`config.mk`:
```
export PLATFORM = sky130hd
export DESIGN_NAME = quadrature_decoder_speed_filter
export DESIGN_NICKNAME = d
export VERILOG_FILES = /design/src/rtl/core/qdsf_pkg.sv /design/src/rtl/core/qdsf_front.sv /design/src/rtl/core/qdsf_queue.sv /design/src/rtl/core/qdsf_back.sv /design/src/rtl/core/quadrature_decoder_speed_filter.sv
export SDC_FILE = /design/constraint.sdc
export NUM_CORES = 2
export LEC_CHECK = 0
export BUFFER_PORTS_ARGS = -buffer_cell sky130_fd_sc_hd__buf_2
export CAP_MARGIN = 20
export CORE_MARGIN = 3
export CORE_UTILIZATION = 35
export CTS_CLUSTER_DIAMETER = 80
export CTS_CLUSTER_SIZE = 28
export DETAILED_ROUTE_END_ITERATION = 10
export PLACE_DENSITY = 0.53
export SLEW_MARGIN = 0
export SYNTH_ARGS = -nofsm -noshare
export SYNTH_HDL_FRONTEND = slang
export SYNTH_HIERARCHICAL = 1
export SYNTH_SLANG_ARGS = --single-unit
```
`constraint.sdc`:
```
create_clock -name clk -period 8 [get_ports clk]
set_clock_uncertainty 0.15 [all_clocks]
set_input_delay 0.8 -clock clk [delete_from_list [all_inputs] [get_ports clk]]
set_output_delay 0.8 -clock clk [all_outputs]
set_load 0.005 [all_outputs]
```
`src/rtl/core/qdsf_pkg.sv`:
```
// ----------------------------------------------------------------------------
// qdsf_pkg
// Shared constants for the quadrature decoder with speed filter: field widths,
// direction codes, configuration register indexes and reset values.
// ----------------------------------------------------------------------------
`default_nettype none

package qdsf_pkg;

    localparam int COUNT_BITS_DEFAULT = 16;
    localparam int QUEUE_DEPTH        = 2;

    localparam int OUT_COUNT_W = 16;
    localparam int DIR_W       = 2;
    localparam int FILT_W      = 42;
    localparam int RAW_SAT_W   = 26;
    localparam int CFG_INDEX_W = 1;
    localparam int CFG_DATA_W  = 16;

    localparam logic [DIR_W-1:0] DIR_NONE = 2'd0;
    localparam logic [DIR_W-1:0] DIR_FWD  = 2'd1;
    localparam logic [DIR_W-1:0] DIR_REV  = 2'd2;

    localparam logic [CFG_INDEX_W-1:0] CFG_FILTER_ALPHA    = 1'd0;
    localparam logic [CFG_INDEX_W-1:0] CFG_SPEED_PER_COUNT = 1'd1;

    localparam logic [CFG_DATA_W-1:0] ALPHA_RESET = 16'd655;
    localparam logic [CFG_DATA_W-1:0] SPC_RESET   = 16'd7500;

endpackage

`default_nettype wire

```
`src/rtl/core/qdsf_front.sv`:
```
// ----------------------------------------------------------------------------
// qdsf_front
// Accepts pin samples, decodes the Gray phase step, keeps the saturating
// count and the direction, and pushes one work entry per sample.
// ----------------------------------------------------------------------------
`default_nettype none

module qdsf_front #(
    parameter int COUNT_BITS = qdsf_pkg::COUNT_BITS_DEFAULT
) (
    input  wire logic                               clk,
    input  wire logic                               rst_n,
    input  wire logic                               in_valid,
    output logic                                    in_stall,
    input  wire logic                               cmd,
    input  wire logic                               phase_a,
    input  wire logic                               phase_b,
    input  wire logic                               q_full,
    output logic                                    q_push,
    output logic [COUNT_BITS+qdsf_pkg::DIR_W:0]     q_wdata
);
    import qdsf_pkg::*;

    localparam logic signed [COUNT_BITS-1:0] CNT_MAX = {1'b0, {(COUNT_BITS-1){1'b1}}};
    localparam logic signed [COUNT_BITS-1:0] CNT_MIN = -CNT_MAX;

    logic [1:0]                   phase_reg;
    logic [1:0]                   phase_next;
    logic signed [COUNT_BITS-1:0] count_reg;
    logic signed [COUNT_BITS-1:0] count_next;
    logic [DIR_W-1:0]             dir_reg;
    logic [DIR_W-1:0]             dir_next;
    logic [1:0]                   phase_now;
    logic [1:0]                   step;
    logic signed [COUNT_BITS-1:0] count_dec;
    logic [DIR_W-1:0]             dir_dec;

    assign in_stall = q_full;
    assign q_push   = in_valid && !q_full;

    always_comb
    begin
        if (!phase_b)
        begin
            phase_now = phase_a ? 2'd1 : 2'd0;
        end
        else
        begin
            phase_now = phase_a ? 2'd2 : 2'd3;
        end
        step      = phase_now - phase_reg;
        count_dec = count_reg;
        dir_dec   = dir_reg;
        case (step)
            2'd1:
            begin
                if (count_reg < CNT_MAX)
                begin
                    count_dec = count_reg + COUNT_BITS'(1);
                end
                dir_dec = DIR_FWD;
            end
            2'd3:
            begin
                if (count_reg > CNT_MIN)
                begin
                    count_dec = count_reg - COUNT_BITS'(1);
                end
                dir_dec = DIR_REV;
            end
            default:
            begin
                count_dec = count_reg;
                dir_dec   = dir_reg;
            end
        endcase

        phase_next = phase_reg;
        count_next = count_reg;
        dir_next   = dir_reg;
        if (q_push)
        begin
            phase_next = phase_now;
            dir_next   = dir_dec;
            count_next = cmd ? '0 : count_dec;
        end
        q_wdata = {cmd, dir_dec, count_dec};
    end

    always_ff @(posedge clk or negedge rst_n)
    begin
        if (!rst_n)
        begin
            phase_reg <= '0;
            count_reg <= '0;
            dir_reg   <= DIR_NONE;
        end
        else
        begin
            phase_reg <= phase_next;
            count_reg <= count_next;
            dir_reg   <= dir_next;
        end
    end

endmodule

`default_nettype wire

```
`src/rtl/core/qdsf_queue.sv`:
```
// ----------------------------------------------------------------------------
// qdsf_queue
// Short register queue that decouples the decode front from the filter back.
// ----------------------------------------------------------------------------
`default_nettype none

module qdsf_queue #(
    parameter int WIDTH = 8,
    parameter int DEPTH = qdsf_pkg::QUEUE_DEPTH
) (
    input  wire logic             clk,
    input  wire logic             rst_n,
    input  wire logic             push,
    input  wire logic [WIDTH-1:0] wdata,
    input  wire logic             pop,
    output logic                  full,
    output logic                  not_empty,
    output logic [WIDTH-1:0]      rdata
);
    import qdsf_pkg::*;

    localparam int PTR_W = (DEPTH > 1) ? $clog2(DEPTH) : 1;
    localparam int CNT_W = $clog2(DEPTH + 1);

    logic [WIDTH-1:0] entry_reg [DEPTH];
    logic [PTR_W-1:0] wr_ptr_reg;
    logic [PTR_W-1:0] wr_ptr_next;
    logic [PTR_W-1:0] rd_ptr_reg;
    logic [PTR_W-1:0] rd_ptr_next;
    logic [CNT_W-1:0] fill_reg;
    logic [CNT_W-1:0] fill_next;

    assign full      = (fill_reg == CNT_W'(DEPTH));
    assign not_empty = (fill_reg != '0);
    assign rdata     = entry_reg[rd_ptr_reg];

    always_comb
    begin
        wr_ptr_next = wr_ptr_reg;
        rd_ptr_next = rd_ptr_reg;
        fill_next   = fill_reg;
        if (push)
        begin
            wr_ptr_next = (wr_ptr_reg == PTR_W'(DEPTH - 1)) ? '0 : wr_ptr_reg + PTR_W'(1);
        end
        if (pop)
        begin
            rd_ptr_next = (rd_ptr_reg == PTR_W'(DEPTH - 1)) ? '0 : rd_ptr_reg + PTR_W'(1);
        end
        if (push && !pop)
        begin
            fill_next = fill_reg + CNT_W'(1);
        end
        else if (pop && !push)
        begin
            fill_next = fill_reg - CNT_W'(1);
        end
    end

    always_ff @(posedge clk)
    begin
        if (push)
        begin
            entry_reg[wr_ptr_reg] <= wdata;
        end
    end

    always_ff @(posedge clk or negedge rst_n)
    begin
        if (!rst_n)
        begin
            wr_ptr_reg <= '0;
            rd_ptr_reg <= '0;
            fill_reg   <= '0;
        end
        else
        begin
            wr_ptr_reg <= wr_ptr_next;
            rd_ptr_reg <= rd_ptr_next;
            fill_reg   <= fill_next;
        end
    end

endmodule

`default_nettype wire

```
`src/rtl/core/qdsf_back.sv`:
```
// ----------------------------------------------------------------------------
// qdsf_back
// Drains work entries, runs the speed update on a shared multiplier
// sequence, holds the filter value and drives the result register.
// ----------------------------------------------------------------------------
`default_nettype none

module qdsf_back #(
    parameter int COUNT_BITS = qdsf_pkg::COUNT_BITS_DEFAULT
) (
    input  wire logic                                    clk,
    input  wire logic                                    rst_n,
    input  wire logic                                    q_not_empty,
    input  wire logic [COUNT_BITS+qdsf_pkg::DIR_W:0]     q_rdata,
    output logic                                         q_pop,
    input  wire logic [qdsf_pkg::CFG_DATA_W-1:0]         filter_alpha,
    input  wire logic [qdsf_pkg::CFG_DATA_W-1:0]         speed_per_count,
    output logic                                         out_valid,
    input  wire logic                                    out_stall,
    output logic signed [qdsf_pkg::OUT_COUNT_W-1:0]      period_count,
    output logic [qdsf_pkg::DIR_W-1:0]                   direction,
    output logic signed [qdsf_pkg::FILT_W-1:0]           smoothed_speed,
    output logic                                         speed_updated
);
    import qdsf_pkg::*;

    localparam int RAW_W  = COUNT_BITS + CFG_DATA_W + 1;
    localparam int DIFF_W = FILT_W + 1;
    localparam int LO_W   = 22;
    localparam int HI_W   = DIFF_W - LO_W;
    localparam int PP_W   = CFG_DATA_W + LO_W;
    localparam int PROD_W = CFG_DATA_W + 1 + DIFF_W;
    localparam int EXT_W  = 64;

    localparam logic signed [EXT_W-1:0] RAW_MAX = EXT_W'(33554431);
    localparam logic signed [EXT_W-1:0] RAW_MIN = -EXT_W'(33554432);

    localparam logic [2:0] S_IDLE = 3'd0;
    localparam logic [2:0] S_MUL  = 3'd1;
    localparam logic [2:0] S_DIFF = 3'd2;
    localparam logic [2:0] S_PLO  = 3'd3;
    localparam logic [2:0] S_PHI  = 3'd4;
    localparam logic [2:0] S_FIN  = 3'd5;

    logic [2:0]                   state_reg;
    logic [2:0]                   state_next;
    logic signed [FILT_W-1:0]     filt_reg;
    logic signed [FILT_W-1:0]     filt_next;
    logic signed [COUNT_BITS-1:0] cnt_reg;
    logic [DIR_W-1:0]             dir_reg;
    logic signed [RAW_W-1:0]      raw_reg;
    logic signed [DIFF_W-1:0]     diff_reg;
    logic [PP_W-1:0]              plo_reg;
    logic signed [PP_W-1:0]       phi_reg;
    logic                         out_valid_reg;
    logic                         out_valid_next;

    logic                         q_cmd;
    logic [DIR_W-1:0]             q_dir;
    logic signed [COUNT_BITS-1:0] q_cnt;
    logic                         out_free;
    logic                         out_load;
    logic signed [COUNT_BITS-1:0] load_cnt;
    logic [DIR_W-1:0]             load_dir;
    logic signed [FILT_W-1:0]     load_filt;
    logic                         load_upd;
    logic signed [EXT_W-1:0]      raw_ext;
    logic signed [RAW_SAT_W-1:0]  raw_sat;
    logic signed [FILT_W-1:0]     x_val;
    logic signed [HI_W-1:0]       diff_hi;
    logic signed [PROD_W-1:0]     prod;
    logic signed [PROD_W-1:0]     prod_shr;
    logic signed [FILT_W-1:0]     filt_upd;
    logic signed [31:0]           cnt_ext;

    assign q_cmd = q_rdata[COUNT_BITS+DIR_W];
    assign q_dir = q_rdata[COUNT_BITS+DIR_W-1:COUNT_BITS];
    assign q_cnt = $signed(q_rdata[COUNT_BITS-1:0]);

    assign out_free  = !out_valid_reg || !out_stall;
    assign out_valid = out_valid_reg;

    always_comb
    begin
        raw_ext = EXT_W'(raw_reg);
        if (raw_ext > RAW_MAX)
        begin
            raw_sat = RAW_MAX[RAW_SAT_W-1:0];
        end
        else if (raw_ext < RAW_MIN)
        begin
            raw_sat = RAW_MIN[RAW_SAT_W-1:0];
        end
        else
        begin
            raw_sat = raw_ext[RAW_SAT_W-1:0];
        end
        x_val    = {raw_sat, 16'b0};
        diff_hi  = diff_reg[DIFF_W-1:LO_W];
        prod     = (PROD_W'(phi_reg) <<< LO_W) + $signed(PROD_W'(plo_reg));
        prod_shr = prod >>> 16;
        filt_upd = filt_reg + prod_shr[FILT_W-1:0];
    end

    always_comb
    begin
        state_next = state_reg;
        filt_next  = filt_reg;
        q_pop      = 1'b0;
        out_load   = 1'b0;
        load_cnt   = q_cnt;
        load_dir   = q_dir;
        load_filt  = filt_reg;
        load_upd   = 1'b0;
        case (state_reg)
            S_IDLE:
            begin
                if (q_not_empty)
                begin
                    if (q_cmd)
                    begin
                        q_pop      = 1'b1;
                        state_next = S_MUL;
                    end
                    else if (out_free)
                    begin
                        q_pop    = 1'b1;
                        out_load = 1'b1;
                    end
                end
            end
            S_MUL:
            begin
                state_next = S_DIFF;
            end
            S_DIFF:
            begin
                state_next = S_PLO;
            end
            S_PLO:
            begin
                state_next = S_PHI;
            end
            S_PHI:
            begin
                state_next = S_FIN;
            end
            S_FIN:
            begin
                load_cnt  = cnt_reg;
                load_dir  = dir_reg;
                load_filt = filt_upd;
                load_upd  = 1'b1;
                if (out_free)
                begin
                    out_load   = 1'b1;
                    filt_next  = filt_upd;
                    state_next = S_IDLE;
                end
            end
            default:
            begin
                state_next = S_IDLE;
            end
        endcase

        if (out_load)
        begin
            out_valid_next = 1'b1;
        end
        else
        begin
            out_valid_next = out_valid_reg && out_stall;
        end
        cnt_ext = 32'(load_cnt);
    end

    always_ff @(posedge clk)
    begin
        if (q_pop)
        begin
            cnt_reg <= q_cnt;
            dir_reg <= q_dir;
        end
        if (state_reg == S_MUL)
        begin
            raw_reg <= cnt_reg * $signed({1'b0, speed_per_count});
        end
        if (state_reg == S_DIFF)
        begin
            diff_reg <= DIFF_W'(x_val) - DIFF_W'(filt_reg);
        end
        if (state_reg == S_PLO)
        begin
            plo_reg <= PP_W'(filter_alpha) * PP_W'(diff_reg[LO_W-1:0]);
        end
        if (state_reg == S_PHI)
        begin
            phi_reg <= PP_W'($signed({1'b0, filter_alpha})) * PP_W'(diff_hi);
        end
        if (out_load)
        begin
            period_count   <= cnt_ext[OUT_COUNT_W-1:0];
            direction      <= load_dir;
            smoothed_speed <= load_filt;
            speed_updated  <= load_upd;
        end
    end

    always_ff @(posedge clk or negedge rst_n)
    begin
        if (!rst_n)
        begin
            state_reg     <= S_IDLE;
            filt_reg      <= '0;
            out_valid_reg <= 1'b0;
        end
        else
        begin
            state_reg     <= state_next;
            filt_reg      <= filt_next;
            out_valid_reg <= out_valid_next;
        end
    end

endmodule

`default_nettype wire

```
`src/rtl/core/quadrature_decoder_speed_filter.sv`:
```
// ----------------------------------------------------------------------------
// quadrature_decoder_speed_filter
// A decode-only sample passes through the queue and the result register,
// and one such sample per cycle is sustained while out_stall is low and no
// speed update is in progress. A speed update sample steps through S_MUL,
// S_DIFF, S_PLO, S_PHI and S_FIN of the shared filter multiplier sequence.
// Reset clears count, phase, direction and filter value and restores the
// default filter_alpha and speed_per_count.
// ----------------------------------------------------------------------------
`default_nettype none

module quadrature_decoder_speed_filter #(
    parameter int COUNT_BITS = qdsf_pkg::COUNT_BITS_DEFAULT
) (
    input  wire logic                                clk,
    input  wire logic                                rst_n,
    input  wire logic                                in_valid,
    output logic                                     in_stall,
    input  wire logic                                cmd,
    input  wire logic                                phase_a,
    input  wire logic                                phase_b,
    output logic                                     out_valid,
    input  wire logic                                out_stall,
    output logic signed [qdsf_pkg::OUT_COUNT_W-1:0]  period_count,
    output logic [qdsf_pkg::DIR_W-1:0]               direction,
    output logic signed [qdsf_pkg::FILT_W-1:0]       smoothed_speed,
    output logic                                     speed_updated,
    input  wire logic                                cfg_valid,
    output logic                                     cfg_ready,
    input  wire logic [qdsf_pkg::CFG_INDEX_W-1:0]    cfg_index,
    input  wire logic [qdsf_pkg::CFG_DATA_W-1:0]     cfg_data
);
    import qdsf_pkg::*;

    localparam int ENTRY_W = COUNT_BITS + DIR_W + 1;

    logic [CFG_DATA_W-1:0] alpha_reg;
    logic [CFG_DATA_W-1:0] alpha_next;
    logic [CFG_DATA_W-1:0] spc_reg;
    logic [CFG_DATA_W-1:0] spc_next;
    logic                  q_full;
    logic                  q_push;
    logic                  q_pop;
    logic                  q_not_empty;
    logic [ENTRY_W-1:0]    q_wdata;
    logic [ENTRY_W-1:0]    q_rdata;

    assign cfg_ready = 1'b1;

    always_comb
    begin
        alpha_next = alpha_reg;
        spc_next   = spc_reg;
        if (cfg_valid)
        begin
            case (cfg_index)
                CFG_FILTER_ALPHA:    alpha_next = cfg_data;
                CFG_SPEED_PER_COUNT: spc_next   = cfg_data;
                default:             alpha_next = alpha_reg;
            endcase
        end
    end

    always_ff @(posedge clk or negedge rst_n)
    begin
        if (!rst_n)
        begin
            alpha_reg <= ALPHA_RESET;
            spc_reg   <= SPC_RESET;
        end
        else
        begin
            alpha_reg <= alpha_next;
            spc_reg   <= spc_next;
        end
    end

    qdsf_front #(
        .COUNT_BITS (COUNT_BITS)
    ) u_front (
        .clk      (clk),
        .rst_n    (rst_n),
        .in_valid (in_valid),
        .in_stall (in_stall),
        .cmd      (cmd),
        .phase_a  (phase_a),
        .phase_b  (phase_b),
        .q_full   (q_full),
        .q_push   (q_push),
        .q_wdata  (q_wdata)
    );

    qdsf_queue #(
        .WIDTH (ENTRY_W),
        .DEPTH (QUEUE_DEPTH)
    ) u_queue (
        .clk       (clk),
        .rst_n     (rst_n),
        .push      (q_push),
        .wdata     (q_wdata),
        .pop       (q_pop),
        .full      (q_full),
        .not_empty (q_not_empty),
        .rdata     (q_rdata)
    );

    qdsf_back #(
        .COUNT_BITS (COUNT_BITS)
    ) u_back (
        .clk             (clk),
        .rst_n           (rst_n),
        .q_not_empty     (q_not_empty),
        .q_rdata         (q_rdata),
        .q_pop           (q_pop),
        .filter_alpha    (alpha_reg),
        .speed_per_count (spc_reg),
        .out_valid       (out_valid),
        .out_stall       (out_stall),
        .period_count    (period_count),
        .direction       (direction),
        .smoothed_speed  (smoothed_speed),
        .speed_updated   (speed_updated)
    );

endmodule

`default_nettype wire

```
==> impl_metrics.sql <==
INSERT INTO impl_metrics (metric_group, metric, value, unit) VALUES
('final_layout', 'mostFrequentLayoutCells', 'sky130_fd_sc_hd__inv_1 (1041), sky130_fd_sc_hd__nand2_1 (818), sky130_fd_sc_hd__fa_1 (796)', ''),
('floorplan', 'fp.dieW', '385.6', 'µm'),
('job', 'maxCapViolations', '0', ''),
('worst_setup_path', 'worst_path_max_delay_cell', 'sky130_fd_sc_hd__dfrtp_1', ''),
('final_layout', 'stdcell_area', '54070', 'µm²'),
('floorplan', 'area_of_the_core_region', '142300', 'µm²'),
('clock_tree', 'clock_path_buffers', '3', ''),
('logic_synthesis', 'synth_ff_type', 'sky130_fd_sc_hd__edfxtp_1', ''),
('final_layout', 'sequential_cell_area', '10110', 'µm²'),
('worst_setup_path', 'cpPeakStageDelay', '0.88', 'ns'),
('placed_design', 'place.detailed.hpwl', '110400', 'µm'),
('route', 'drtAntennaViolNets', '0', ''),
('grt', 'antenna_violations_before_repair', '4', ''),
('worst_setup_path', 'start_kind', 'flop', ''),
('worst_setup_path', 'crit_buf_inv', '5', ''),
('grt', 'grt_max_degree', '84', ''),
('worst_setup_path', 'critPathArrivalTime', '7.74', 'ns'),
('worst_setup_path', 'timing.critical_path.to', 'u_back/plo_reg[34]', ''),
('clock_tree', 'cts_sinks', '353', ''),
('timing', 'setup_slack', '0.5252', 'ns'),
('worst_setup_path', 'worstPathMaxFanout', '21', ''),
('clock_tree', 'tritoncts', 'built', ''),
('route', 'total_wire_length', '134900', 'µm'),
('timing', 'timing.max_slew.rel_slack', '0.2765', ''),
('worst_setup_path', 'worst_r2r_startpoint', 'alpha_reg[6]', ''),
('route', 'drcViolationCount', '0', ''),
('worst_setup_path', 'worstPathRequired', '8.26', 'ns'),
('clock_tree', 'cts_root_buffer', 'sky130_fd_sc_hd__clkbuf_16', ''),
('final_layout', 'syn2layout_area_growth', '7.223', '%'),
('worst_setup_path', 'path_delay_family', 'adder cells', ''),
('floorplan', 'die_height', '385.6', 'µm'),
('floorplan', 'die_area', '148700', 'µm²'),
('floorplan', 'std_cell_rows', '138', ''),
('timing', 'finalSetupViolCount', '0', ''),
('route', 'viasPerCell', '4.910', ''),
('worst_setup_path', 'timing.critical_path.to_type', 'flop', ''),
('route', 'count_of_routing_violations_after_the_opening_detailed_route_iteration', '2017', ''),
('placed_design', 'globalplace.congestion', '0.8603', ''),
('route', 'route.detailed.wl_per_inst', '18.74', 'µm'),
('logic_synthesis', 'synth-seq-area-share', '0.2004', ''),
('final_layout', 'layoutNonFillerInstCount', '7196', ''),
('worst_setup_path', 'path_common_cell', 'sky130_fd_sc_hd__fa_1', ''),
('worst_setup_path', 'worstSetupStartpoint', 'alpha_reg[6]', ''),
('logic_synthesis', 'number_of_flops_mapped_to_enable_cells_by_yosys', '251', ''),
('final_layout', 'largest_register_ffs', '43', ''),
('route', 'first_pass_iters', '5', ''),
('clock_tree', 'worst_setup_hold_path_clk_slew', '0.11', 'ns'),
('worst_setup_path', 'criticalPathCategory', 'flop to flop', ''),
('worst_setup_path', 'r2r_slack', '0.53', 'ns'),
('logic_synthesis', 'netlist-cell-type-count', '106', ''),
('floorplan', 'initial_utilization', '0.3544', ''),
('timing', 'fmaxAchievable', '133.8', 'MHz'),
('final_layout', 'fillcell_total', '14468', ''),
('final_layout', 'layout.nets', '6510', ''),
('grt', 'first_global_vias', '37611', ''),
('logic_synthesis', 'post_synth_instance_area', '50430', 'µm²'),
('run_status', 'run_status', 'finished clean', ''),
('logic_synthesis', 'yosys_register_bits', '353', ''),
('logic_synthesis', 'synthArstFlopShare', '0.2890', ''),
('worst_setup_path', 'cp_cell_sequence', 'nand2_1 > fa_1 > inv_1 > fa_1 > inv_1 > fa_1 > inv_1 > fa_1 > inv_1 > fa_1 > inv_1 > fa_1 > ha_1 > a221o_1 > a2111oi_1 > o21ai_1 > nand3_1 > a211oi_1 > or3_1 > o41a_1', ''),
('timing', 'timing.final.hold_violations', '0', ''),
('final_layout', 'multi_input_gate_area_in_the_final_layout', '35500', 'µm²'),
('placed_design', 'port-buffer-count', '87', ''),
('final_layout', 'commonest_non_fill_non_tap_cell_in_the_layout', 'sky130_fd_sc_hd__inv_1', ''),
('timing', 'maxSlewViolCount', '0', ''),
('grt', 'grt_pass1_wl', '216700', 'µm'),
('logic_synthesis', 'synthesis.instances', '5301', ''),
('timing', 'actual_slew_at_the_worst_max_slew_pin', '1.083', 'ns'),
('placed_design', 'post-place-ws', '0.3824', 'ns'),
('clock_tree', 'h_tree_level_count', '1', ''),
('timing', 'grt_setup_unrepaired', 'false', '');
[area by class of cell]
class	instances	share of cell area
Antenna cell	3	0.0001388
Clock buffer	29	0.01303
Clock inverter	23	0.006248
Inverter	1041	0.07227
Multi-Input combinational cell	3679	0.6566
Sequential cell	353	0.1869
Tap cell	1890	0.04374
Timing Repair Buffer	178	0.02101
[worst register-to-register path, stage by stage (launching register included)]
cell,delay [ns]
sky130_fd_sc_hd__dfrtp_1,0.88
sky130_fd_sc_hd__nand2_1,0.19
sky130_fd_sc_hd__fa_1,0.59
sky130_fd_sc_hd__inv_1,0.06
sky130_fd_sc_hd__fa_1,0.54
sky130_fd_sc_hd__inv_1,0.06
sky130_fd_sc_hd__fa_1,0.50
sky130_fd_sc_hd__inv_1,0.05
sky130_fd_sc_hd__fa_1,0.47
sky130_fd_sc_hd__inv_1,0.05
sky130_fd_sc_hd__fa_1,0.53
sky130_fd_sc_hd__inv_1,0.06
sky130_fd_sc_hd__fa_1,0.47
sky130_fd_sc_hd__ha_1,0.32
sky130_fd_sc_hd__a221o_1,0.29
sky130_fd_sc_hd__a2111oi_1,0.50
sky130_fd_sc_hd__o21ai_1,0.38
sky130_fd_sc_hd__nand3_1,0.30
sky130_fd_sc_hd__a211oi_1,0.16
sky130_fd_sc_hd__or3_1,0.42
sky130_fd_sc_hd__o41a_1,0.31
[synth_stat cells, types with 6 or more instances]
cell / instances / share of area
sky130_fd_sc_hd__nand2b_1: 37 / 0.0046
sky130_fd_sc_hd__and2_1: 361 / 0.045
sky130_fd_sc_hd__o31ai_1: 9 / 0.0013
sky130_fd_sc_hd__a31oi_1: 24 / 0.0030
sky130_fd_sc_hd__xor2_1: 71 / 0.012
sky130_fd_sc_hd__or2_2: 8 / 0.00099
sky130_fd_sc_hd__o21ai_0: 152 / 0.015
sky130_fd_sc_hd__a221oi_1: 10 / 0.0017
sky130_fd_sc_hd__buf_2: 9 / 0.00089
sky130_fd_sc_hd__clkbuf_1: 205 / 0.015
sky130_fd_sc_hd__a22o_1: 8 / 0.0014
sky130_fd_sc_hd__and4_1: 7 / 0.0012
sky130_fd_sc_hd__o21ai_1: 8 / 0.00079
sky130_fd_sc_hd__a211oi_1: 22 / 0.0033
sky130_fd_sc_hd__a31o_2: 10 / 0.0017
sky130_fd_sc_hd__nand2_1: 819 / 0.061
sky130_fd_sc_hd__nand4_1: 24 / 0.0030
sky130_fd_sc_hd__nor4_1: 9 / 0.0011
sky130_fd_sc_hd__o21bai_1: 20 / 0.0030
sky130_fd_sc_hd__fa_1: 796 / 0.32
sky130_fd_sc_hd__nor3b_1: 9 / 0.0013
sky130_fd_sc_hd__a221o_1: 6 / 0.0012
sky130_fd_sc_hd__inv_1: 1041 / 0.077
sky130_fd_sc_hd__nand3_1: 49 / 0.0049
sky130_fd_sc_hd__o21a_1: 21 / 0.0031
sky130_fd_sc_hd__a21oi_1: 137 / 0.014
sky130_fd_sc_hd__and3_1: 35 / 0.0043
sky130_fd_sc_hd__or4_1: 7 / 0.0010
sky130_fd_sc_hd__buf_6: 8 / 0.0018
sky130_fd_sc_hd__ha_1: 408 / 0.10
sky130_fd_sc_hd__mux2_2: 24 / 0.0054
sky130_fd_sc_hd__or3_1: 12 / 0.0015
sky130_fd_sc_hd__o211ai_1: 13 / 0.0019
sky130_fd_sc_hd__nor3_1: 40 / 0.0040
sky130_fd_sc_hd__dfrtp_1: 89 / 0.044
sky130_fd_sc_hd__dfstp_2: 13 / 0.0068
sky130_fd_sc_hd__mux2_4: 29 / 0.0086
sky130_fd_sc_hd__nor2b_1: 18 / 0.0022
sky130_fd_sc_hd__edfxtp_1: 251 / 0.15
sky130_fd_sc_hd__nor2_1: 104 / 0.0077
sky130_fd_sc_hd__xnor2_1: 143 / 0.025
sky130_fd_sc_hd__a21o_1: 118 / 0.018
[per-layer routing]
layer  share of wire  global-route usage
met1            0.44              0.2507
met2            0.48              0.3169
met3           0.047             0.02382
met4           0.025             0.04498
met5               0                   0
[worst min path at each step]
stage / start / cells past startpoint / end
after detailed placement: u_queue/wr_ptr_reg / 1 / u_queue/wr_ptr_reg
after floorplan: u_queue/fill_reg[1] / 1 / u_queue/fill_reg[1]
final: phase_b / 3 / u_front/phase_reg[1]
after global placement: u_queue/fill_reg[1] / 1 / u_queue/fill_reg[1]
after CTS: phase_b / 3 / u_front/phase_reg[1]
after global routing: phase_b / 3 / u_front/phase_reg[1]
[logic make-up (layout without fill, tap and decap cells)]
logic type,count (synthesis),after routing,synth area share
AND/OR/NAND/NOR,1575,1575,0.1513
buffers and inverters,1269,1271,0.09615
adder cells (fa/ha/maj),1204,1204,0.4172
AO/OA/AOI/OAI,626,626,0.08190
flip-flops,353,353,0.2004
XOR/XNOR,216,216,0.03811
multiplexers,57,57,0.01479
other,1,4,0.00007436
[per-stage QoR]
step	util	hold WS, ns
4_1_cts	0.3800	0.2003
3_3_place_gp	0.3726	0.3157
2_1_floorplan	-	0.2991
3_5_place_dp	0.3726	0.3250
6_report	0.3800	0.2516
5_1_grt	0.3800	0.2294
[repair_timing]
item,CTS,global route
hold buffers,1,0
resized for setup,0,0
hold endpoints to repair,5,0
setup buffers,0,0
Power is left out: the tool's default activity adds up to more than one toggle a clock period on the data nets, which glitch-free logic cannot reach.
